==> src/char_lcd_4bit_sequencer_macros.svh <==
// ----------------------------------------------------------------------------
// char_lcd_4bit_sequencer_macros.svh
// Assertion macros used by the char_lcd_4bit_sequencer module.
// ----------------------------------------------------------------------------
`ifndef CHAR_LCD_4BIT_SEQUENCER_MACROS_SVH
`define CHAR_LCD_4BIT_SEQUENCER_MACROS_SVH

// Property that must hold at every clock edge outside reset.
`define CLCD_ASSERT(lbl, prop, msg) \
    lbl: assert property (@(posedge clk) disable iff (!rst_n) (prop)) else $error(msg);

// Condition in one cycle implies a consequence in the following cycle.
`define CLCD_ASSERT_NEXT(lbl, ante, cons, msg) \
    lbl: assert property (@(posedge clk) disable iff (!rst_n) (ante) |=> (cons)) \
        else $error(msg);

`endif

==> src/clcd_pkg.sv <==
// ----------------------------------------------------------------------------
// clcd_pkg
// Types and constants for the character-LCD 4-bit bus sequencer.
// ----------------------------------------------------------------------------
package clcd_pkg;

    // Request codes carried on the slave-side tuser
    typedef enum logic [2:0] {
        REQ_CMD    = 3'd0,
        REQ_DATA   = 3'd1,
        REQ_CURSOR = 3'd2,
        REQ_INIT   = 3'd3,
        REQ_CLEAR  = 3'd4,
        REQ_NORMAL = 3'd5,
        REQ_BLINK  = 3'd6
    } req_type_t;

    // Bus action kinds
    typedef enum logic [1:0] {
        ACT_STROBE = 2'd0,
        ACT_BUSY   = 2'd1,
        ACT_DELAY  = 2'd2
    } act_kind_t;

    // Nibble source select
    typedef enum logic [2:0] {
        NIB_CONST   = 3'd0,
        NIB_BYTE_HI = 3'd1,
        NIB_BYTE_LO = 3'd2,
        NIB_ADDR_HI = 3'd3,
        NIB_ADDR_LO = 3'd4
    } nib_sel_t;

    // Delay source select
    typedef enum logic [1:0] {
        DLY_NONE  = 2'd0,
        DLY_LONG  = 2'd1,
        DLY_SHORT = 2'd2
    } dly_sel_t;

    // Sequencing op: step on, end the run, or end unless blink (then jump)
    typedef enum logic [1:0] {
        SEQ_NEXT     = 2'd0,
        SEQ_END      = 2'd1,
        SEQ_END_JMPB = 2'd2
    } seq_op_t;

    localparam int UC_DEPTH = 32;
    localparam int PC_W     = $clog2(UC_DEPTH);

    typedef logic [PC_W-1:0] pc_t;

    // One microcode control word
    typedef struct packed {
        act_kind_t   kind;
        logic        rs;
        nib_sel_t    nib_sel;
        logic [3:0]  nib_const;
        dly_sel_t    dly_sel;
        seq_op_t     seq;
    } ctl_word_t;

    // Program entry points
    localparam pc_t UC_CMD        = 5'd0;
    localparam pc_t UC_DATA       = 5'd2;
    localparam pc_t UC_CURSOR     = 5'd5;
    localparam pc_t UC_BLINK_TAIL = 5'd8;
    localparam pc_t UC_NORMAL     = 5'd11;
    localparam pc_t UC_INIT       = 5'd14;
    localparam pc_t UC_CLEAR      = 5'd25;

    // Configuration register indexes
    localparam logic CFG_LONG_DELAY  = 1'b0;
    localparam logic CFG_SHORT_DELAY = 1'b1;

    localparam logic [7:0] LONG_DELAY_RST  = 8'd20;
    localparam logic [7:0] SHORT_DELAY_RST = 8'd5;

    // Display address constants
    localparam logic [7:0] LINE2_OFFSET = 8'h40;
    localparam logic [7:0] DDRAM_SET    = 8'h80;
    localparam logic [7:0] LINE2_SEL    = 8'd2;

endpackage

==> src/clcd_ucode_rom.sv <==
// ----------------------------------------------------------------------------
// clcd_ucode_rom
// Microcode store and dispatch table of the LCD sequencer.
// ----------------------------------------------------------------------------
module clcd_ucode_rom
    import clcd_pkg::*;
(
    input  pc_t         pc,
    input  logic [2:0]  req_type,
    output ctl_word_t   word,
    output pc_t         entry_pc,
    output logic        entry_valid
);

    function automatic ctl_word_t mk(act_kind_t k, logic rs, nib_sel_t ns,
                                     logic [3:0] nc, dly_sel_t ds, seq_op_t sq);
        ctl_word_t w;
        w.kind      = k;
        w.rs        = rs;
        w.nib_sel   = ns;
        w.nib_const = nc;
        w.dly_sel   = ds;
        w.seq       = sq;
        return w;
    endfunction

    // Control words, one per step
    always_comb
    begin
        case (pc)
            // raw command
            5'd0:  word = mk(ACT_STROBE, 1'b0, NIB_BYTE_HI, 4'h0, DLY_NONE, SEQ_NEXT);
            5'd1:  word = mk(ACT_STROBE, 1'b0, NIB_BYTE_LO, 4'h0, DLY_NONE, SEQ_END);
            // data character
            5'd2:  word = mk(ACT_BUSY,   1'b0, NIB_CONST,   4'h0, DLY_NONE, SEQ_NEXT);
            5'd3:  word = mk(ACT_STROBE, 1'b1, NIB_BYTE_HI, 4'h0, DLY_NONE, SEQ_NEXT);
            5'd4:  word = mk(ACT_STROBE, 1'b1, NIB_BYTE_LO, 4'h0, DLY_NONE, SEQ_END);
            // set cursor; blink continues at the tail
            5'd5:  word = mk(ACT_BUSY,   1'b0, NIB_CONST,   4'h0, DLY_NONE, SEQ_NEXT);
            5'd6:  word = mk(ACT_STROBE, 1'b0, NIB_ADDR_HI, 4'h0, DLY_NONE, SEQ_NEXT);
            5'd7:  word = mk(ACT_STROBE, 1'b0, NIB_ADDR_LO, 4'h0, DLY_NONE, SEQ_END_JMPB);
            // blink tail: instruction 0x0F
            5'd8:  word = mk(ACT_BUSY,   1'b0, NIB_CONST,   4'h0, DLY_NONE, SEQ_NEXT);
            5'd9:  word = mk(ACT_STROBE, 1'b0, NIB_CONST,   4'h0, DLY_NONE, SEQ_NEXT);
            5'd10: word = mk(ACT_STROBE, 1'b0, NIB_CONST,   4'hF, DLY_NONE, SEQ_END);
            // normal cursor: instruction 0x0C
            5'd11: word = mk(ACT_BUSY,   1'b0, NIB_CONST,   4'h0, DLY_NONE, SEQ_NEXT);
            5'd12: word = mk(ACT_STROBE, 1'b0, NIB_CONST,   4'h0, DLY_NONE, SEQ_NEXT);
            5'd13: word = mk(ACT_STROBE, 1'b0, NIB_CONST,   4'hC, DLY_NONE, SEQ_END);
            // power-on init, falls through into clear
            5'd14: word = mk(ACT_DELAY,  1'b0, NIB_CONST,   4'h0, DLY_LONG,  SEQ_NEXT);
            5'd15: word = mk(ACT_STROBE, 1'b0, NIB_CONST,   4'h3, DLY_NONE,  SEQ_NEXT);
            5'd16: word = mk(ACT_DELAY,  1'b0, NIB_CONST,   4'h0, DLY_SHORT, SEQ_NEXT);
            5'd17: word = mk(ACT_STROBE, 1'b0, NIB_CONST,   4'h3, DLY_NONE,  SEQ_NEXT);
            5'd18: word = mk(ACT_DELAY,  1'b0, NIB_CONST,   4'h0, DLY_SHORT, SEQ_NEXT);
            5'd19: word = mk(ACT_STROBE, 1'b0, NIB_CONST,   4'h3, DLY_NONE,  SEQ_NEXT);
            5'd20: word = mk(ACT_DELAY,  1'b0, NIB_CONST,   4'h0, DLY_SHORT, SEQ_NEXT);
            5'd21: word = mk(ACT_STROBE, 1'b0, NIB_CONST,   4'h2, DLY_NONE,  SEQ_NEXT);
            5'd22: word = mk(ACT_DELAY,  1'b0, NIB_CONST,   4'h0, DLY_SHORT, SEQ_NEXT);
            5'd23: word = mk(ACT_STROBE, 1'b0, NIB_CONST,   4'h2, DLY_NONE,  SEQ_NEXT);
            5'd24: word = mk(ACT_STROBE, 1'b0, NIB_CONST,   4'h8, DLY_NONE,  SEQ_NEXT);
            // clear: 0x01, long delay, 0x0C
            5'd25: word = mk(ACT_BUSY,   1'b0, NIB_CONST,   4'h0, DLY_NONE,  SEQ_NEXT);
            5'd26: word = mk(ACT_STROBE, 1'b0, NIB_CONST,   4'h0, DLY_NONE,  SEQ_NEXT);
            5'd27: word = mk(ACT_STROBE, 1'b0, NIB_CONST,   4'h1, DLY_NONE,  SEQ_NEXT);
            5'd28: word = mk(ACT_DELAY,  1'b0, NIB_CONST,   4'h0, DLY_LONG,  SEQ_NEXT);
            5'd29: word = mk(ACT_STROBE, 1'b0, NIB_CONST,   4'h0, DLY_NONE,  SEQ_NEXT);
            5'd30: word = mk(ACT_STROBE, 1'b0, NIB_CONST,   4'hC, DLY_NONE,  SEQ_END);
            default: word = mk(ACT_BUSY, 1'b0, NIB_CONST,   4'h0, DLY_NONE,  SEQ_END);
        endcase
    end

    // Dispatch on request type; the unused code starts no run
    always_comb
    begin
        entry_valid = 1'b1;
        case (req_type)
            REQ_CMD:    entry_pc = UC_CMD;
            REQ_DATA:   entry_pc = UC_DATA;
            REQ_CURSOR: entry_pc = UC_CURSOR;
            REQ_INIT:   entry_pc = UC_INIT;
            REQ_CLEAR:  entry_pc = UC_CLEAR;
            REQ_NORMAL: entry_pc = UC_NORMAL;
            REQ_BLINK:  entry_pc = UC_CURSOR;
            default:
            begin
                entry_pc    = UC_CMD;
                entry_valid = 1'b0;
            end
        endcase
    end

endmodule

==> src/char_lcd_4bit_sequencer.sv <==
// ----------------------------------------------------------------------------
// char_lcd_4bit_sequencer
// Expands character-LCD requests into runs of 4-bit bus actions.
// ----------------------------------------------------------------------------
// Usage:
//   A request beat on the slave stream (s_axis_*) is expanded into a run of
//   bus actions on the master stream (m_axis_*), one action per beat, with
//   tlast on the final action. Actions are nibble strobes, busy waits and
//   millisecond delays; the downstream bus driver carries them out.
//   The request is registered into the step counter, and each control word
//   is then registered into the output register as an action. Throughput:
//   one action per cycle when the receiver is ready; the input is held off
//   while a run is in progress (init: 17 actions). The rate is set by the
//   step counter, which issues one control word per cycle when not stalled.
//   The input is ready whenever no run is in progress, also while the last
//   action still waits in the output register. Request type 7 is taken and
//   produces nothing.
//   When the receiver stalls, the step counter holds and the pending action
//   stays in the output register.
//   Reset clears the run and output valid, and loads the delay registers
//   with 20 ms (long) and 5 ms (short). Write them only while idle.
// ----------------------------------------------------------------------------
`include "char_lcd_4bit_sequencer_macros.svh"

module char_lcd_4bit_sequencer
    import clcd_pkg::*;
(
    input  logic        clk,
    input  logic        rst_n,

    // configuration write port
    input  logic        cfg_we,
    input  logic        cfg_addr,
    input  logic [7:0]  cfg_wdata,

    // request stream
    input  logic        s_axis_tvalid,
    output logic        s_axis_tready,
    input  logic [23:0] s_axis_tdata,   // byte_value[7:0], line_number[15:8],
                                        // column_position[22:16], zero pad
    input  logic [2:0]  s_axis_tuser,   // req_type[2:0]

    // action stream
    output logic        m_axis_tvalid,
    input  logic        m_axis_tready,
    output logic [15:0] m_axis_tdata,   // nibble[3:0], delay_ms[11:4], zero pad
    output logic [2:0]  m_axis_tuser,   // action_kind[1:0], register_select[2]
    output logic        m_axis_tlast
);

    // control state
    logic        busy_reg, busy_next;
    pc_t         pc_reg, pc_next;
    logic        out_valid_reg, out_valid_next;
    logic [7:0]  long_dly_reg, long_dly_next;
    logic [7:0]  short_dly_reg, short_dly_next;

    // payload
    logic [7:0]  byte_reg, byte_next;
    logic [7:0]  addr_reg, addr_next;
    logic        blink_reg, blink_next;
    act_kind_t   kind_reg, kind_next;
    logic        rs_reg, rs_next;
    logic [3:0]  nib_reg, nib_next;
    logic [7:0]  dly_reg, dly_next;
    logic        last_reg, last_next;

    ctl_word_t   word;
    pc_t         entry_pc;
    logic        entry_valid;
    logic        in_fire;
    logic        emit;
    logic        step_last;
    logic [7:0]  col_ext;
    logic [7:0]  line_off;

    clcd_ucode_rom u_rom (
        .pc          (pc_reg),
        .req_type    (s_axis_tuser),
        .word        (word),
        .entry_pc    (entry_pc),
        .entry_valid (entry_valid)
    );

    assign s_axis_tready = !busy_reg;
    assign in_fire       = s_axis_tvalid && s_axis_tready;
    assign emit          = busy_reg && (!out_valid_reg || m_axis_tready);

    // run ends here, or continues at the blink tail for a blink request
    assign step_last = (word.seq == SEQ_END) || ((word.seq == SEQ_END_JMPB) && !blink_reg);

    // display address: (column - 1) + line offset + set-address bit, mod 256
    assign col_ext  = {1'b0, s_axis_tdata[22:16]};
    assign line_off = (s_axis_tdata[15:8] == LINE2_SEL) ? LINE2_OFFSET : 8'h00;

    // sequencer and configuration next state
    always_comb
    begin
        busy_next      = busy_reg;
        pc_next        = pc_reg;
        long_dly_next  = long_dly_reg;
        short_dly_next = short_dly_reg;
        byte_next      = byte_reg;
        addr_next      = addr_reg;
        blink_next     = blink_reg;

        if (cfg_we)
        begin
            case (cfg_addr)
                CFG_LONG_DELAY:  long_dly_next  = cfg_wdata;
                CFG_SHORT_DELAY: short_dly_next = cfg_wdata;
                default:         long_dly_next  = long_dly_reg;
            endcase
        end

        if (in_fire)
        begin
            byte_next  = s_axis_tdata[7:0];
            addr_next  = col_ext - 8'd1 + line_off + DDRAM_SET;
            blink_next = (s_axis_tuser == REQ_BLINK);
            busy_next  = entry_valid;
            pc_next    = entry_pc;
        end
        else if (emit)
        begin
            if (step_last)
                busy_next = 1'b0;
            else if (word.seq == SEQ_END_JMPB)
                pc_next = UC_BLINK_TAIL;
            else
                pc_next = pc_reg + 1'b1;
        end
    end

    // datapath: build the action from the control word
    always_comb
    begin
        kind_next = kind_reg;
        rs_next   = rs_reg;
        nib_next  = nib_reg;
        dly_next  = dly_reg;
        last_next = last_reg;

        if (emit)
        begin
            kind_next = word.kind;
            rs_next   = word.rs;
            last_next = step_last;
            case (word.nib_sel)
                NIB_BYTE_HI: nib_next = byte_reg[7:4];
                NIB_BYTE_LO: nib_next = byte_reg[3:0];
                NIB_ADDR_HI: nib_next = addr_reg[7:4];
                NIB_ADDR_LO: nib_next = addr_reg[3:0];
                default:     nib_next = word.nib_const;
            endcase
            case (word.dly_sel)
                DLY_LONG:  dly_next = long_dly_reg;
                DLY_SHORT: dly_next = short_dly_reg;
                default:   dly_next = 8'h00;
            endcase
        end
    end

    // output valid
    always_comb
    begin
        if (emit)
            out_valid_next = 1'b1;
        else if (m_axis_tready)
            out_valid_next = 1'b0;
        else
            out_valid_next = out_valid_reg;
    end

    // control registers
    always_ff @(posedge clk or negedge rst_n)
    begin
        if (!rst_n)
        begin
            busy_reg      <= 1'b0;
            pc_reg        <= UC_CMD;
            out_valid_reg <= 1'b0;
            long_dly_reg  <= LONG_DELAY_RST;
            short_dly_reg <= SHORT_DELAY_RST;
        end
        else
        begin
            busy_reg      <= busy_next;
            pc_reg        <= pc_next;
            out_valid_reg <= out_valid_next;
            long_dly_reg  <= long_dly_next;
            short_dly_reg <= short_dly_next;
        end
    end

    // payload registers
    always_ff @(posedge clk)
    begin
        byte_reg  <= byte_next;
        addr_reg  <= addr_next;
        blink_reg <= blink_next;
        kind_reg  <= kind_next;
        rs_reg    <= rs_next;
        nib_reg   <= nib_next;
        dly_reg   <= dly_next;
        last_reg  <= last_next;
    end

    assign m_axis_tvalid = out_valid_reg;
    assign m_axis_tdata  = {4'h0, dly_reg, nib_reg};
    assign m_axis_tuser  = {rs_reg, kind_reg};
    assign m_axis_tlast  = last_reg;

    // assertions
    `CLCD_ASSERT_NEXT(a_step_issues, emit, m_axis_tvalid,
        "step issued but no action valid")
    `CLCD_ASSERT_NEXT(a_last_ends_run, emit && step_last, !busy_reg && m_axis_tlast,
        "final step did not end the run")
    `CLCD_ASSERT_NEXT(a_unused_req_idle, in_fire && !entry_valid, s_axis_tready && !busy_reg,
        "unused request type started a run")
    `CLCD_ASSERT(a_non_strobe_clean,
        !m_axis_tvalid || (m_axis_tuser[1:0] == ACT_STROBE) ||
        ((m_axis_tdata[3:0] == 4'h0) && (m_axis_tuser[2] == 1'b0)),
        "non-strobe action carries nibble or register select")
    `CLCD_ASSERT(a_delay_only_on_delay,
        !m_axis_tvalid || (m_axis_tuser[1:0] == ACT_DELAY) || (m_axis_tdata[11:4] == 8'h00),
        "delay value on a non-delay action")

endmodule
==> config.mk <==
export PLATFORM = sky130hd
export DESIGN_NAME = char_lcd_4bit_sequencer
export DESIGN_NICKNAME = d
export VERILOG_FILES = /design/src/clcd_pkg.sv /design/src/clcd_ucode_rom.sv /design/src/char_lcd_4bit_sequencer.sv
export VERILOG_INCLUDE_DIRS = /design/src /design/src/src
export SDC_FILE = /design/constraint.sdc
export NUM_CORES = 1
export LEC_CHECK = 0
export BUFFER_PORTS_ARGS = -buffer_cell sky130_fd_sc_hd__buf_2
export CAP_MARGIN = 20
export CORE_MARGIN = 1
export CORE_UTILIZATION = 59
export CTS_CLUSTER_SIZE = 10
export DETAILED_ROUTE_END_ITERATION = 10
export GPL_TIMING_DRIVEN = 0
export PLACE_DENSITY = 0.85
export SLEW_MARGIN = 20
export SYNTH_ARGS = -nofsm -noshare
export SYNTH_HDL_FRONTEND = slang
export SYNTH_SLANG_ARGS = --single-unit
==> constraint.sdc <==
create_clock -name clk -period 4.77 [get_ports clk]
set_input_delay 0.477 -clock clk [delete_from_list [all_inputs] [get_ports clk]]
set_output_delay 0.477 -clock clk [all_outputs]
set_load 0.05 [all_outputs]
==> impl_metrics.yaml <==
clock_tree:
  htree_levels: 2
  path_clk_slew_ps: 100
  cts_tree: "built"
  cts.path.max_buffers: 2
  cts.sinks: 56
  clock-root-buffer: "clkbuf_8"
  cts_setup_buffers: 0
  holdBufCountCts: 0
  cts_buffers: 5
  clk_latency_ps: 310
  ctsResizeCount: 0
routing:
  wirelength_mm: 5.94
  vias: 2393
  drt_pass1_iterations: 5
  wl_per_cell_um: 14.3
  drc: 0
  via_per_inst: 5.78
  drtIter0Drc: 268
  ant_nets: 0
timing:
  skew_ps: 5.65
  max_freq_mhz: 399
  tns_ps: 0
  setup-violations-final: 0
  hold_viol: 0
  slew_headroom_pct: 61.7
  fin_crit_sh_pct: 52.5
  slew_violations: 0
  worst_pin_slew_ps: 575
  rsz0062_at_grt: "no"
  min_period_ps: 2500
layout:
  fin_nets: 403
  syn2layout_area_growth_pct: 16.1
  fin_cells: 414
  layout_common_cells: "buf_2, edfxtp_1, nand2_1"
  insertedDiodeCount: 0
  fillCellCount: 333
  final_common_cell: "buf_2"
  drive_gt1_share_pct: 30.0
logic_synthesis:
  synthArstFlopShare_pct: 41.1
  syn_area_per_cell_sq_um: 11.1
  synth_edf_count: 33
  yosysSeqAreaShare_pct: 50.8
  ys_ff_latch: 56
  netlist_area_sq_um: 3100
  yosysWarningCount: 0
  ys.flop_type: "edfxtp_1"
  synthCells: 279
  ys_types: 58
outcome:
  run_status: "finished clean"
critical_path:
  reg2regPathDepth: 10
  r2r_end: "dly_reg[1]"
  critPathLaunchType: "flop"
  crit_type: "flop to flop"
  cp-end-kind: "flop"
  r2r_slack_ps: 2270
  worstPathRequired_ps: 4830
  cp_max_fo: 10
  reg2reg_from: "pc_reg[4]"
  cp.arrival_ps: 2570
floorplanning:
  start_util_pct: 63.4
  rows: 25
  io_pins: 63
  die-area_sq_um: 5540
  core_sq_um: 4880
  die_x_um: 74.4
  die_h_um: 74.4
global_routing:
  grt_pass1_wl_mm: 9.59
  grt_max_degree: 26
  grt_pass1_vias: 2108
  antenna_found_initial: 0
  globalRouteOverflowTotal: 0
  grtUsageTotal_pct: 22.9
placement:
  place_hpwl_mm: 4.38
  port-buffer-count: 57
  dp.cells: 406
  gp_congestion: 0.940
power:
  cellPowerDensity_nw_per_um2: 585
  p_leak_nw: 1.55
  peakVddDrop_uv: 326
hold_path:
  hold_path_class: "input port to async pin"
run:
  maxCapViolCount: 0
==> cell families after synthesis <==
logic type,share of synthesized area (%)
AOI/OAI and AO/OA,15.3
xor gates and xnor gates,1.70
adders and majority gates,6.71
buffers and inverters,6.06
DFF,50.8
muxes,6.18
other,0.121
and+or+nand+nor,13.2
==> critical path, stage by stage, from the launching register on <==
cell and delay (ps):
dfrtp_1 330, buf_2 210, buf_2 250, buf_1 380
nand2_1 90, o21ai_0 90, nand3_1 150, ha_1 250
clkbuf_1 200, a22oi_1 250, nor2_1 60
==> worst max-delay path by stage <==
| stage | start | end | slack, ps |
|---|---|---|---|
| floorplan | m_axis_tvalid | pc_reg[4] | 2680 |
| global placement | pc_reg[0] | nib_reg[2] | 2370 |
| detailed placement | pc_reg[4] | dly_reg[0] | 2340 |
| CTS | pc_reg[4] | dly_reg[1] | 2290 |
| global route | pc_reg[4] | dly_reg[7] | 2090 |
| finish | pc_reg[4] | dly_reg[1] | 2270 |
==> synth_stat cells, types with 2 or more instances <==
cell type	count	area share, %
a211o_1	2	0.57
a211oi_1	2	0.48
a21o_1	3	0.73
a21oi_1	15	2.4
a22oi_1	8	1.9
a2bb2oi_1	2	0.57
a31oi_1	2	0.40
and3_1	2	0.40
buf_1	2	0.24
buf_2	3	0.48
buf_4	5	1.2
buf_6	2	0.73
clkbuf_1	8	0.97
dfrtp_1	19	15
dfstp_2	4	3.4
edfxtp_1	33	32
ha_1	15	6.1
inv_1	20	2.4
mux2_2	17	6.2
nand2_1	23	2.8
nand2b_1	6	1.2
nand3_1	12	1.9
nand4_1	2	0.40
nand4b_1	3	0.85
nor2_1	12	1.5
nor2b_1	2	0.40
nor3_1	3	0.48
nor4_1	3	0.61
o211ai_1	2	0.48
o21a_1	2	0.48
o21ai_0	11	1.8
o21bai_1	2	0.48
o221ai_1	2	0.57
o2bb2ai_1	2	0.57
xnor2_1	3	0.85
xor2_1	3	0.85
==> per-stage QoR <==
stage,total power [mW],instance area [sq um],util [%],setup slack [ps],hold WS [ps]
after floorplan,1.56,3110,-,2680,181
after global placement,1.77,3480,71.2,2370,458
after detailed placement,1.79,3480,71.3,2340,475
after CTS,2.09,3590,73.6,2290,135
after global routing,2.23,3590,73.7,2090,152
final,2.10,3590,73.7,2270,112
==> final cells by class <==
| type | instances | area [sq um] | area share [%] |
|---|---|---|---|
| Sequential cell | 56 | 1570 | 43.7 |
| Multi-Input combinational cell | 186 | 1350 | 37.5 |
| Timing Repair Buffer | 57 | 285 | 7.94 |
| Buffer | 20 | 115 | 3.20 |
| Clock buffer | 7 | 108 | 2.99 |
| Tap cell | 67 | 83.8 | 2.33 |
| Inverter | 20 | 75.1 | 2.09 |
| Clock inverter | 1 | 8.76 | 0.244 |
==> power by group <==
group          switching [mW]  internal (mW)  total (mW)
Sequential             0.0496          0.669       0.719
Clock                   0.151          0.151       0.301
Combinational           0.726          0.356        1.08
Total                   0.926           1.18        2.10
==> metal layers <==
metal	track usage, %	vias up	part of all wire, %	routed length, um
li1	-	1149	-	-
met3	4.47	12	6.8	404
met5	0	-	0	0
met4	8.39	0	1.7	103
met1	31.5	1124	44	2610
met2	36.1	108	47	2820
(Power assumes the default switching activity.)
